### config.mk
export PLATFORM = sky130hd
export DESIGN_NAME = compass_heading_turn_controller_core
export DESIGN_NICKNAME = d
export VERILOG_FILES = /design/src/chtc_pkg.sv /design/src/compass_heading_turn_controller_core.sv /design/src/chtc_ctrl.sv /design/src/chtc_duty.sv
export SDC_FILE = /design/constraint.sdc
export NUM_CORES = 2
export LEC_CHECK = 0
export BUFFER_PORTS_ARGS = -buffer_cell sky130_fd_sc_hd__buf_4
export CORE_ASPECT_RATIO = 1.75
export CORE_MARGIN = 4
export CORE_UTILIZATION = 35
export CTS_CLUSTER_SIZE = 12
export DETAILED_ROUTE_END_ITERATION = 8
export GPL_ROUTABILITY_DRIVEN = 0
export GPL_TIMING_DRIVEN = 0
export SETUP_SLACK_MARGIN = 0.02
export SYNTH_ARGS = -nofsm -noshare
export SYNTH_HDL_FRONTEND = slang
export SYNTH_SLANG_ARGS = --single-unit
### constraint.sdc
create_clock -name clk -period 22.2 [get_ports clk]
set_input_delay 3.33 -clock clk [delete_from_list [all_inputs] [get_ports clk]]
set_output_delay 3.33 -clock clk [all_outputs]
set_load 0.02 [all_outputs]
### src/chtc_pkg.sv
package chtc_pkg;

	localparam int SPEED_MAX   = 100;
	localparam int FULL_CIRCLE = 360;
	localparam int WRAP_LOW    = 300;
	localparam int WRAP_HIGH   = 350;

	localparam logic [6:0]  TURN_OFFSET_RST      = 7'd23;
	localparam logic [15:0] PWM_TOP_RST          = 16'd4095;
	localparam logic [7:0]  OVERSHOOT_MARGIN_RST = 8'd20;
	localparam logic [7:0]  HOLD_DEADBAND_RST    = 8'd10;

	typedef logic signed [7:0] speed_t;
	typedef logic signed [8:0] cmd_t;
	typedef logic [8:0]        hdg_t;

	typedef enum logic [1:0] {
		PH_IDLE = 2'd0,
		PH_TURN = 2'd1,
		PH_HOLD = 2'd2,
		PH_CORR = 2'd3
	} phase_t;

	typedef enum logic [3:0] {
		MODE_TICK         = 4'd0,
		MODE_DRIVE        = 4'd1,
		MODE_STOP         = 4'd2,
		MODE_SPEED        = 4'd3,
		MODE_LEFT_BY      = 4'd4,
		MODE_RIGHT_BY     = 4'd5,
		MODE_LEFT_TO      = 4'd6,
		MODE_RIGHT_TO     = 4'd7,
		MODE_HOLD         = 4'd8,
		MODE_STEADY_LEFT  = 4'd9,
		MODE_STEADY_RIGHT = 4'd10,
		MODE_STRAIGHT     = 4'd11
	} mode_t;

	typedef enum logic [3:0] {
		CFG_TURN_OFFSET      = 4'd0,
		CFG_PWM_TOP          = 4'd1,
		CFG_OVERSHOOT_MARGIN = 4'd2,
		CFG_HOLD_DEADBAND    = 4'd3
	} cfg_index_t;

	typedef struct packed {
		logic [6:0]  turn_offset;
		logic [15:0] pwm_top;
		logic [7:0]  overshoot_margin;
		logic [7:0]  hold_deadband;
	} cfg_t;

	typedef struct packed {
		cmd_t   left_cmd;
		cmd_t   right_cmd;
		phase_t phase;
	} status_t;

endpackage

### src/compass_heading_turn_controller_core.sv
// Heading controller for a two-track robot.
// Input channel (in_valid/in_ready): one beat per command or compass tick,
// carrying mode, the current heading and a signed amount.
// Output channel (out_valid/out_ready): exactly one result beat per input
// beat, in order: both track duties, reverse bits, busy flag and phase.
// Config channel (cfg_valid/cfg_ready/cfg_index/cfg_data): always ready;
// index 0 turn offset, 1 PWM top, 2 overshoot margin, 3 hold deadband.
// Other indexes are ignored. Write config only while the block is idle.
// Each beat passes the state registers, then the duty multiply stage and
// then the duty reciprocal stage before its result is valid. Throughput:
// one beat per cycle while the output is not stalled.
// A stalled output freezes the whole pipeline and drops in_ready, so no
// beat is lost; in_ready stays high while out_ready is high.
// Reset clears all heading and speed state, sets the phase to idle and
// loads the config defaults (23, 4095, 20, 10).
module compass_heading_turn_controller_core (
	input  logic              clk,
	input  logic              arst_n,
	input  logic              in_valid,
	output logic              in_ready,
	input  logic [3:0]        mode,
	input  logic [8:0]        heading,
	input  logic signed [9:0] amount,
	output logic              out_valid,
	input  logic              out_ready,
	output logic [16:0]       left_duty,
	output logic [16:0]       right_duty,
	output logic              left_reverse,
	output logic              right_reverse,
	output logic              busy_res,
	output logic [1:0]        phase_out,
	input  logic              cfg_valid,
	output logic              cfg_ready,
	input  logic [3:0]        cfg_index,
	input  logic [15:0]       cfg_data
);
	import chtc_pkg::*;

	cfg_t    cfg_q;
	status_t status;
	logic    adv, accept;
	logic    valid_s1, valid_s2, valid_s3;
	phase_t  phase_s2, phase_s3;

	assign cfg_ready = 1'b1;
	assign adv       = !valid_s3 || out_ready;
	assign in_ready  = adv;
	assign accept    = in_valid && adv;

	always_ff @(posedge clk or negedge arst_n) begin
		if (!arst_n) begin
			cfg_q.turn_offset      <= TURN_OFFSET_RST;
			cfg_q.pwm_top          <= PWM_TOP_RST;
			cfg_q.overshoot_margin <= OVERSHOOT_MARGIN_RST;
			cfg_q.hold_deadband    <= HOLD_DEADBAND_RST;
		end else if (cfg_valid) begin
			unique case (cfg_index_t'(cfg_index))
				CFG_TURN_OFFSET:      cfg_q.turn_offset      <= cfg_data[6:0];
				CFG_PWM_TOP:          cfg_q.pwm_top          <= cfg_data;
				CFG_OVERSHOOT_MARGIN: cfg_q.overshoot_margin <= cfg_data[7:0];
				CFG_HOLD_DEADBAND:    cfg_q.hold_deadband    <= cfg_data[7:0];
				default: begin
				end
			endcase
		end
	end

	always_ff @(posedge clk or negedge arst_n) begin
		if (!arst_n) begin
			valid_s1 <= 1'b0;
			valid_s2 <= 1'b0;
			valid_s3 <= 1'b0;
		end else if (adv) begin
			valid_s1 <= in_valid;
			valid_s2 <= valid_s1;
			valid_s3 <= valid_s2;
		end
	end

	always_ff @(posedge clk) begin
		if (adv) begin
			phase_s2 <= status.phase;
			phase_s3 <= phase_s2;
		end
	end

	chtc_ctrl u_ctrl (
		.clk     (clk),
		.arst_n  (arst_n),
		.accept  (accept),
		.mode    (mode),
		.heading (heading),
		.amount  (amount),
		.cfg     (cfg_q),
		.status  (status)
	);

	chtc_duty u_duty_left (
		.clk     (clk),
		.en      (adv),
		.cmd     (status.left_cmd),
		.pwm_top (cfg_q.pwm_top),
		.duty    (left_duty),
		.rev     (left_reverse)
	);

	chtc_duty u_duty_right (
		.clk     (clk),
		.en      (adv),
		.cmd     (status.right_cmd),
		.pwm_top (cfg_q.pwm_top),
		.duty    (right_duty),
		.rev     (right_reverse)
	);

	assign out_valid = valid_s3;
	assign phase_out = phase_s3;
	assign busy_res  = (phase_s3 == PH_TURN) || (phase_s3 == PH_CORR);

	a_out_hold: assert property (@(posedge clk) disable iff (!arst_n)
		out_valid && !out_ready |=> out_valid &&
			$stable(left_duty) && $stable(right_duty) &&
			$stable(left_reverse) && $stable(right_reverse) && $stable(phase_out))
		else $error("result beat changed while stalled");

	a_duty_bound: assert property (@(posedge clk) disable iff (!arst_n)
		out_valid |-> left_duty <= {1'b0, cfg_q.pwm_top} + 17'd1 &&
			right_duty <= {1'b0, cfg_q.pwm_top} + 17'd1)
		else $error("duty above PWM period");

	a_stage_flow: assert property (@(posedge clk) disable iff (!arst_n)
		valid_s1 && adv |=> valid_s2)
		else $error("beat lost between state and multiply stage");

endmodule

### src/chtc_ctrl.sv
module chtc_ctrl (
	input  logic              clk,
	input  logic              arst_n,
	input  logic              accept,
	input  logic [3:0]        mode,
	input  chtc_pkg::hdg_t    heading,
	input  logic signed [9:0] amount,
	input  chtc_pkg::cfg_t    cfg,
	output chtc_pkg::status_t status
);
	import chtc_pkg::*;

	localparam logic signed [9:0] SAT_HI = 10'(SPEED_MAX);
	localparam logic signed [9:0] SAT_LO = -SAT_HI;
	localparam logic [8:0] WRAP_LO_C = 9'(WRAP_LOW);
	localparam logic [8:0] WRAP_HI_C = 9'(WRAP_HIGH);
	localparam logic signed [10:0] CIRCLE_1 = 11'(FULL_CIRCLE);
	localparam logic signed [10:0] CIRCLE_2 = 11'(2 * FULL_CIRCLE);

	function automatic hdg_t wrap360(input logic signed [10:0] v);
		logic signed [10:0] r;
		begin
			r = v;
			if (r < 0) begin
				r = r + CIRCLE_2;
			end
			if (r >= CIRCLE_2) begin
				r = r - CIRCLE_2;
			end
			if (r >= CIRCLE_1) begin
				r = r - CIRCLE_1;
			end
			return r[8:0];
		end
	endfunction

	speed_t base_q, base_d;
	cmd_t   left_q, left_d, right_q, right_d;
	hdg_t   start_q, start_d, target_q, target_d, hold_q, hold_d;
	logic   sense_q, sense_d;
	phase_t phase_q, phase_d;

	speed_t             sat_amt;
	cmd_t               base_ext, plus_off, minus_off, left_spd, right_spd;
	logic signed [9:0]  left_tmp, right_tmp, hdiff, hneg;
	logic [8:0]         dabs;
	logic               corr_a, corr_b, above, done;
	logic signed [10:0] now_s, dst_s, t_s, hi_s, lo_s, hdg_s, amt_s;
	logic               beg_en, beg_side;
	logic signed [10:0] beg_raw;
	phase_t             beg_phase;

	always_comb begin
		if (amount > SAT_HI) begin
			sat_amt = SAT_HI[7:0];
		end else if (amount < SAT_LO) begin
			sat_amt = SAT_LO[7:0];
		end else begin
			sat_amt = amount[7:0];
		end
		base_ext  = {base_q[7], base_q};
		plus_off  = base_ext + $signed({2'b00, cfg.turn_offset});
		minus_off = base_ext - $signed({2'b00, cfg.turn_offset});
		left_tmp  = {left_q[8], left_q} - {{2{base_q[7]}}, base_q}
			+ {{2{sat_amt[7]}}, sat_amt};
		right_tmp = {right_q[8], right_q} - {{2{base_q[7]}}, base_q}
			+ {{2{sat_amt[7]}}, sat_amt};
		left_spd  = $signed(left_tmp[8:0]);
		right_spd = $signed(right_tmp[8:0]);

		hdg_s = $signed({2'b00, heading});
		amt_s = {amount[9], amount};
		t_s   = hdg_s;
		now_s = $signed({2'b00, start_q});
		dst_s = $signed({2'b00, target_q});
		hi_s  = now_s + $signed({3'b000, cfg.overshoot_margin});
		lo_s  = now_s - $signed({3'b000, cfg.overshoot_margin});
		if (!sense_q) begin
			done = (dst_s < now_s && t_s > hi_s) ||
				(t_s <= dst_s && (dst_s <= now_s || (dst_s >= now_s && t_s > hi_s)));
		end else begin
			done = (dst_s > now_s && t_s < lo_s) ||
				(t_s >= dst_s && (dst_s >= now_s || (dst_s <= now_s && t_s < lo_s)));
		end

		hdiff  = $signed({1'b0, heading}) - $signed({1'b0, hold_q});
		hneg   = -hdiff;
		dabs   = hdiff[9] ? hneg[8:0] : hdiff[8:0];
		above  = heading > hold_q;
		corr_a = dabs > {1'b0, cfg.hold_deadband} && dabs < WRAP_LO_C;
		corr_b = dabs > WRAP_LO_C && dabs < WRAP_HI_C;
	end

	always_comb begin
		base_d    = base_q;
		left_d    = left_q;
		right_d   = right_q;
		start_d   = start_q;
		target_d  = target_q;
		hold_d    = hold_q;
		sense_d   = sense_q;
		phase_d   = phase_q;
		beg_en    = 1'b0;
		beg_side  = 1'b0;
		beg_raw   = hdg_s;
		beg_phase = PH_TURN;
		unique case (mode_t'(mode))
			MODE_TICK: begin
				if (phase_q == PH_TURN || phase_q == PH_CORR) begin
					if (done) begin
						left_d  = base_ext;
						right_d = base_ext;
						phase_d = (phase_q == PH_CORR) ? PH_HOLD : PH_IDLE;
					end
				end else if (phase_q == PH_HOLD) begin
					beg_raw   = $signed({2'b00, hold_q});
					beg_phase = PH_CORR;
					if (corr_a) begin
						beg_en   = 1'b1;
						beg_side = above;
					end else if (corr_b) begin
						beg_en   = 1'b1;
						beg_side = !above;
					end
				end
			end
			MODE_DRIVE: begin
				base_d  = sat_amt;
				left_d  = {sat_amt[7], sat_amt};
				right_d = {sat_amt[7], sat_amt};
			end
			MODE_STOP: begin
				base_d  = '0;
				left_d  = '0;
				right_d = '0;
			end
			MODE_SPEED: begin
				base_d  = sat_amt;
				left_d  = left_spd;
				right_d = right_spd;
			end
			MODE_LEFT_BY: begin
				beg_en  = 1'b1;
				beg_raw = hdg_s + amt_s;
			end
			MODE_RIGHT_BY: begin
				beg_en   = 1'b1;
				beg_side = 1'b1;
				beg_raw  = hdg_s - amt_s;
			end
			MODE_LEFT_TO: begin
				beg_en  = 1'b1;
				beg_raw = amt_s;
			end
			MODE_RIGHT_TO: begin
				beg_en   = 1'b1;
				beg_side = 1'b1;
				beg_raw  = amt_s;
			end
			MODE_HOLD: begin
				phase_d = PH_HOLD;
				hold_d  = heading;
			end
			MODE_STEADY_LEFT: begin
				left_d  = minus_off;
				right_d = plus_off;
			end
			MODE_STEADY_RIGHT: begin
				left_d  = plus_off;
				right_d = minus_off;
			end
			MODE_STRAIGHT: begin
				left_d  = base_ext;
				right_d = base_ext;
			end
			default: begin
			end
		endcase
		if (beg_en) begin
			left_d   = beg_side ? plus_off : minus_off;
			right_d  = beg_side ? minus_off : plus_off;
			start_d  = heading;
			target_d = wrap360(beg_raw);
			sense_d  = !beg_side;
			phase_d  = beg_phase;
		end
	end

	always_ff @(posedge clk or negedge arst_n) begin
		if (!arst_n) begin
			base_q   <= '0;
			left_q   <= '0;
			right_q  <= '0;
			start_q  <= '0;
			target_q <= '0;
			hold_q   <= '0;
			sense_q  <= 1'b0;
			phase_q  <= PH_IDLE;
		end else if (accept) begin
			base_q   <= base_d;
			left_q   <= left_d;
			right_q  <= right_d;
			start_q  <= start_d;
			target_q <= target_d;
			hold_q   <= hold_d;
			sense_q  <= sense_d;
			phase_q  <= phase_d;
		end
	end

	assign status.left_cmd  = left_q;
	assign status.right_cmd = right_q;
	assign status.phase     = phase_q;

endmodule

### src/chtc_duty.sv
module chtc_duty (
	input  logic          clk,
	input  logic          en,
	input  chtc_pkg::cmd_t cmd,
	input  logic [15:0]   pwm_top,
	output logic [16:0]   duty,
	output logic          rev
);
	import chtc_pkg::*;

	// floor(x / 100) == (x * RECIP100) >> 32 for every x below 2^23
	localparam logic [25:0] RECIP100 = 26'd42949673;
	localparam int          RECIP_SHIFT = 32;
	localparam logic [7:0]  FULL_MAG = 8'(SPEED_MAX);

	cmd_t        cmd_neg;
	logic [7:0]  mag;
	logic [22:0] prod;
	logic [48:0] scaled;

	logic        full_s2, rev_s2;
	logic [22:0] prod_s2;
	logic [16:0] duty_s3;
	logic        rev_s3;

	always_comb begin
		cmd_neg = -cmd;
		mag     = cmd[8] ? cmd_neg[7:0] : cmd[7:0];
		prod    = {7'b0, pwm_top} * {16'b0, mag[6:0]};
		scaled  = {26'b0, prod_s2} * {23'b0, RECIP100};
	end

	always_ff @(posedge clk) begin
		if (en) begin
			full_s2 <= mag >= FULL_MAG;
			rev_s2  <= cmd[8];
			prod_s2 <= prod;
			duty_s3 <= full_s2 ? {1'b0, pwm_top} + 17'd1
				: scaled[RECIP_SHIFT +: 17];
			rev_s3  <= rev_s2;
		end
	end

	assign duty = duty_s3;
	assign rev  = rev_s3;

endmodule
; ---- Word-level counts from Yosys, hierarchy flattened
; Index checks and enable logic that the tools add are counted.
[word_totals]
ff_bits = 188
latchBits = 0
ram_bits = 0
mem_bits_ro = 0
inputBits = 48
out_inout_bits = 42
elab_cells = 170
memories = 0
[op_classes]
n_addsub = 18
mul = 4
div_mod_pow = 0
magnitude_cmp = 20
n_eq_ne = 21
shift = 0
n_mux = 43
n_bitwise = 0
n_reduce_logical = 37
[op_table]
columns = op, count
row1 = $pmux 9 s7, 2
row2 = $mul 23x26->49 const B, 2
row3 = $mux 9, 9
row4 = $mux 11, 5
row5 = $mul 16x7->23, 2
row6 = $pmux 11 s4, 1
row7 = $mux 17, 2
row8 = $mux 8, 4
row9 = $add 9x9->9, 2
row10 = $ge 9x9->1, 2
row11 = $gt 9x9->1, 2
row12 = $le 9x9->1, 2
row13 = $lt 9x9->1 const B, 2
row14 = $sub 9x8->9, 2
row15 = $add 16x1->17 const B, 1
row16 = $eq 4x2->1 const B, 4
row17 = $eq 4x3->1 const B, 4
row18 = $eq 4x4->1 const B, 4
row19 = $ge 8x7->1 const B, 2
row20 = $neg 8->8, 2
row21 = $pmux 8 s2, 1
row22 = $mux 2, 7
row23 = $reduce_and 2->1, 7
row24 = $add 10x10->11, 1
row25 = other kinds (37), 71

; ---- Logic depth before layout (Yosys ltp)
[logic_depth]
depth_word = 16
ltp_mapped = 28
mapped_depth_nobuf = 28

; ---- Modules after synthesis
; From an unflattened synthesis, not the netlist that was laid out.
[unflattened]
hier_cells = 4162
area_unflattened_um2 = 39686.8
[by_module_without_submodules]
columns = mod, instances, cells_per_inst, area_per_inst_um2, seq_area_each_um2
row1 = chtc_duty at u_duty_left, 1, 1472, 14438.8, 1291.2
row2 = chtc_duty at u_duty_right, 1, 1462, 14352.5, 1291.2
row3 = chtc_ctrl, 1, 1126, 9052.4, 1401.3
row4 = compass_heading_turn_controller_core, 1, 102, 1843.0, 1196.1

; ---- Least setup slack after synthesis
; OpenSTA, ideal clock, no wires.
[synth_path]
kind = input-to-output
startpoint = input out_ready
endpoint = output in_ready
arrival_ns = 5.740
required_time_ns = 18.870
slack_ns = 13.130
path_stages = 1
path_buffers = 0
cell_sequence = nand2b_1
[synth_via]
elab_chain_len = 1
[synth_rtl]
columns = item, line_no
row1 = from (decl), compass_heading_turn_controller_core.sv:25  ; input logic out_ready,
row2 = $logic_or 1x1->1, compass_heading_turn_controller_core.sv:46  ; assign adv = !valid_s3 || out_ready;
row3 = to (decl), compass_heading_turn_controller_core.sv:20  ; output logic in_ready,
; No other way between the ends.

; ---- Final worst setup path
[layout_path]
startpoint = input mode[0]
endpoint = register u_ctrl.target_q[7]
[layout_via]
elab_chain_len = 11
elab_cells_between_ends = 21
cone_classes = add/sub (3) / order compare (3) / eq/ne (4) / mux (7) / reduce/logical (4)
[layout_rtl]
columns = item, line_no
row1 = from (decl), compass_heading_turn_controller_core.sv:21  ; input logic [3:0] mode,
row2 = $eq 4x3->1, chtc_ctrl.sv:107  ; unique case (mode_t'(mode))
row3 = $reduce_or 2->1 (no line), n/a
row4 = $pmux 11 s4, chtc_ctrl.sv:107
row5 = $add 11x11->11 / $lt 11x1->1 (equally long branches), "chtc_ctrl.sv:25, chtc_ctrl.sv:24"
row6 = $mux 11, chtc_ctrl.sv:24  ; if (r < 0) begin
row7 = $mux 11, chtc_ctrl.sv:179  ; if (beg_en) begin
row8 = $sub 11x11->11 / $ge 11x11->1 (equally long branches), "chtc_ctrl.sv:28, chtc_ctrl.sv:27"
row9 = $mux 11, chtc_ctrl.sv:27  ; if (r >= CIRCLE_2) begin
row10 = $mux 11, chtc_ctrl.sv:179
row11 = $sub 9x9->9 / $ge 11x10->1 (equally long branches), "chtc_ctrl.sv:31, chtc_ctrl.sv:30"
row12 = $mux 9, chtc_ctrl.sv:30  ; if (r >= CIRCLE_1) begin
row13 = to (signal assigned), chtc_ctrl.sv:204  ; target_q <= target_d;
row14 = to (decl), chtc_ctrl.sv:39  ; hdg_t start_q, start_d, target_q, target_d, hold_q, hold_d;
; Several ways; a longest one is shown, not always the timed one. The select of a mux whose other input is x is not followed.
; A chain may end at the register's enable or synchronous reset.

==> reports/qor.csv <==
metric;value;unit
synth_top_family_by_area;adder cells;
hold_path_class;flop to flop;
clock_latency;0.51;ns
ant_nets;0;
final_cell_mix;inv_1 (878), ha_1 (685), fa_1 (548);
grt_pass1_wl;164000;um
criticalPathCategory;input pin to flop;
syn_area_per_cell;9.67;um^2
root_buffer;clkbuf_16;
drive_gt1_share;6.27;%
fmax;115;MHz
status;completed;
routed_via_density;5.04;
grt_start_max_net_pins;99;
cts_tree;done;
ys_seq_area_share;13.6;%
rows;159;
fin_crit_sh;39.3;%
yosys-mux-area-fraction;2.21;%
syn_inst;3936;
cpPeakStageDelay;0.52;ns
ys_ff_latch;188;
antenna_found_initial;1;
fin_tns_setup;0;ns
drc_errors;0;
die_area;114000;um^2
netlist_top_cells_area;fa_1 (29%), ha_1 (23%), inv_1 (8.7%), edfxtp_1 (7.1%), dfrtp_1 (5.1%);
grt_overflow_total;0;
synth_top_area_cell;fa_1;
antenna_cells;0;
setup_viol;0;
synth_fa_ha_area_share;51.4;%
critPathBufInv;6;
final_nets;5322;
hpwl;90000;um
first_iter_violations;1060;
vias;27722;
synth_xor_area_share;3.89;%
layout_min_cycle_time;8.72;ns
path_delay_family;compound AO/OA/AOI/OAI gates;
die_w;257;um
cts.clk_slew.worst_paths;0.08;ns
finalClockSkew;0.0230;ns
worst_pin_slew;1.31;ns
cts_max_level;4;
ys_async_sr_fraction;52.1;%
multiInputGateArea;29200;um^2
register_area;5180;um^2
yosys.area_share.simple;9.26;%
final_common_cell;inv_1;
drv_cap;0;
pin_count;90;
yosys.area.top_type_share;28.8;%
cts_setup_buffers;0;
syn_nets;5217;
critPathArrivalTime;9.10;ns
initial_core_util;35.4;%
grt_pass1_vias;30210;
crit_fanout;10;
rsz0062_at_grt;no;
slew_viol_final;0;
worstSetupEndpointType;flop;
fillCellCount;10784;
synth-edff-count;90;
worst_ep_required_time;22.58;ns
portBuffers;84;
core;108000;um^2
dr.pass1.iters;5;
chipHeight;444;um
cp_slowest_cell;or4_4;
cts_buffers;17;
wl_per_cell;18.8;um
yosys_most_used_dff;edfxtp_1;
cts.sinks;188;
ys_warn_count;0;
postCtsResizedCells;0;
track_usage;18.4;%
ctsHoldBuffers;0;
totalWireLength;103000;um
cts_buffer_depth;2;
synth.distinct_cells;102;
maxSlewHeadroom;12.6;%
synthesis.area;38000;um^2
finalHoldViolations;0;
synth_compound_area_share;9.90;%
critPathLaunchType;input pin;
syn_to_final_growth;8.14;%
[cells in the mapped netlist (23+ instances only)]
cell type  instances
nor3_1            27
nand3_1           34
a21oi_1          150
nand2b_1          27
xor2_1            48
dfrtp_1           78
ha_1             685
xnor2_1          121
and2_1            71
mux2i_1           23
edfxtp_1          90
nor2_1           156
o21a_1            29
fa_1             548
nor2b_1           35
inv_1            878
clkbuf_1          75
o21bai_1          27
nand2_1          283
mux2_2            53
a211oi_1          28
a21o_1            50
o21ai_0           95
[area by class of cell]
class	instances	share of cell area [%]
buffer	97	0.998
clock buffer	25	1.28
tap	1449	4.41
sequential	188	12.6
clock inverter	7	0.128
multi-input combinational	2772	70.9
timing repair buffer	86	1.68
inverter	879	8.02
[kinds of logic after synthesis]
group                      Yosys count
adders and majority gates         1233
buffers and inverters              976
and+or+nand+nor                    728
AOI/OAI and AO/OA                  564
DFF                                188
xor gates and xnor gates           169
muxes                               77
other                                1
[stage by stage]
step           instance area, um^2  hold slack, ns  utilization [%]  std cells  setup WS [ns]
3_5_place_dp                 40500           0.406             37.7       5470          12.98
5_1_grt                      41100           0.438             38.2       5503          13.08
3_3_place_gp                 40500           0.405             37.6       5469          11.13
6_report                     41100           0.429             38.2       5503          13.48
2_1_floorplan                38000           0.400                -       3936          13.13
4_1_cts                      41100           0.433             38.2       5502          13.49
[flip-flops by register name, summed over array words and instances, names as in the netlist]
register              count
valid_s2                  1
u_duty_left.prod_s2      23
phase_out                 2
u_duty_right.rev          1
u_ctrl.target_q           9
u_ctrl.base_q             8
phase_s2                  2
cfg_q                    39
u_ctrl.right_q            9
u_duty_left.rev           1
u_duty_left.full_s2       1
u_ctrl.start_q            9
u_ctrl.left_q             9
u_duty_right.rev_s2       1
u_duty_right.duty        17
u_ctrl.hold_q             9
valid_s1                  1
out_valid                 1
u_duty_right.prod_s2     23
u_duty_left.rev_s2        1
u_duty_right.full_s2      1
u_ctrl.sense_q            1
u_duty_left.duty         17
u_ctrl.phase_q            2
[worst register-to-register path, delay by kind of cell (launching register included)]
family | cells | cell delay, ns
fa+ha+maj | 8 | 3.96
compound gates | 11 | 2.78
flops | 1 | 0.66
simple gates | 2 | 0.48
buf+inv | 4 | 0.24
xor+xnor | 1 | 0.22
[final timing paths]
check | slack, ns | to | depth (start not counted) | from
min reg2reg | 0.43 | phase_out[0] | 0 | phase_s2[0]
min | 0.43 | phase_out[0] | 0 | phase_s2[0]
max | 13.48 | u_ctrl.target_q[7] | 26 | mode[0]
max in group asynchronous | 18.80 | cfg_q[27] | 2 | arst_n
max reg2reg | 13.64 | u_duty_left.duty[16] | 26 | u_duty_left.prod_s2[7]
min in group asynchronous | 2.65 | u_ctrl.left_q[8] | 1 | arst_n
[metal layers]
layer  share of wire, %  vias up  GRT usage (%)  wire length, um
met5                  0        -              0                0
met4                6.5        0           10.1             6690
met3                3.0      262           2.11             3080
met2                 56      648           36.3            57400
met1                 35    13829           18.5            36100
li1                   -    12983              -                -
Power is left out: the tool's default activity adds up to more than one toggle a clock period on the data nets, which glitch-free logic cannot reach.
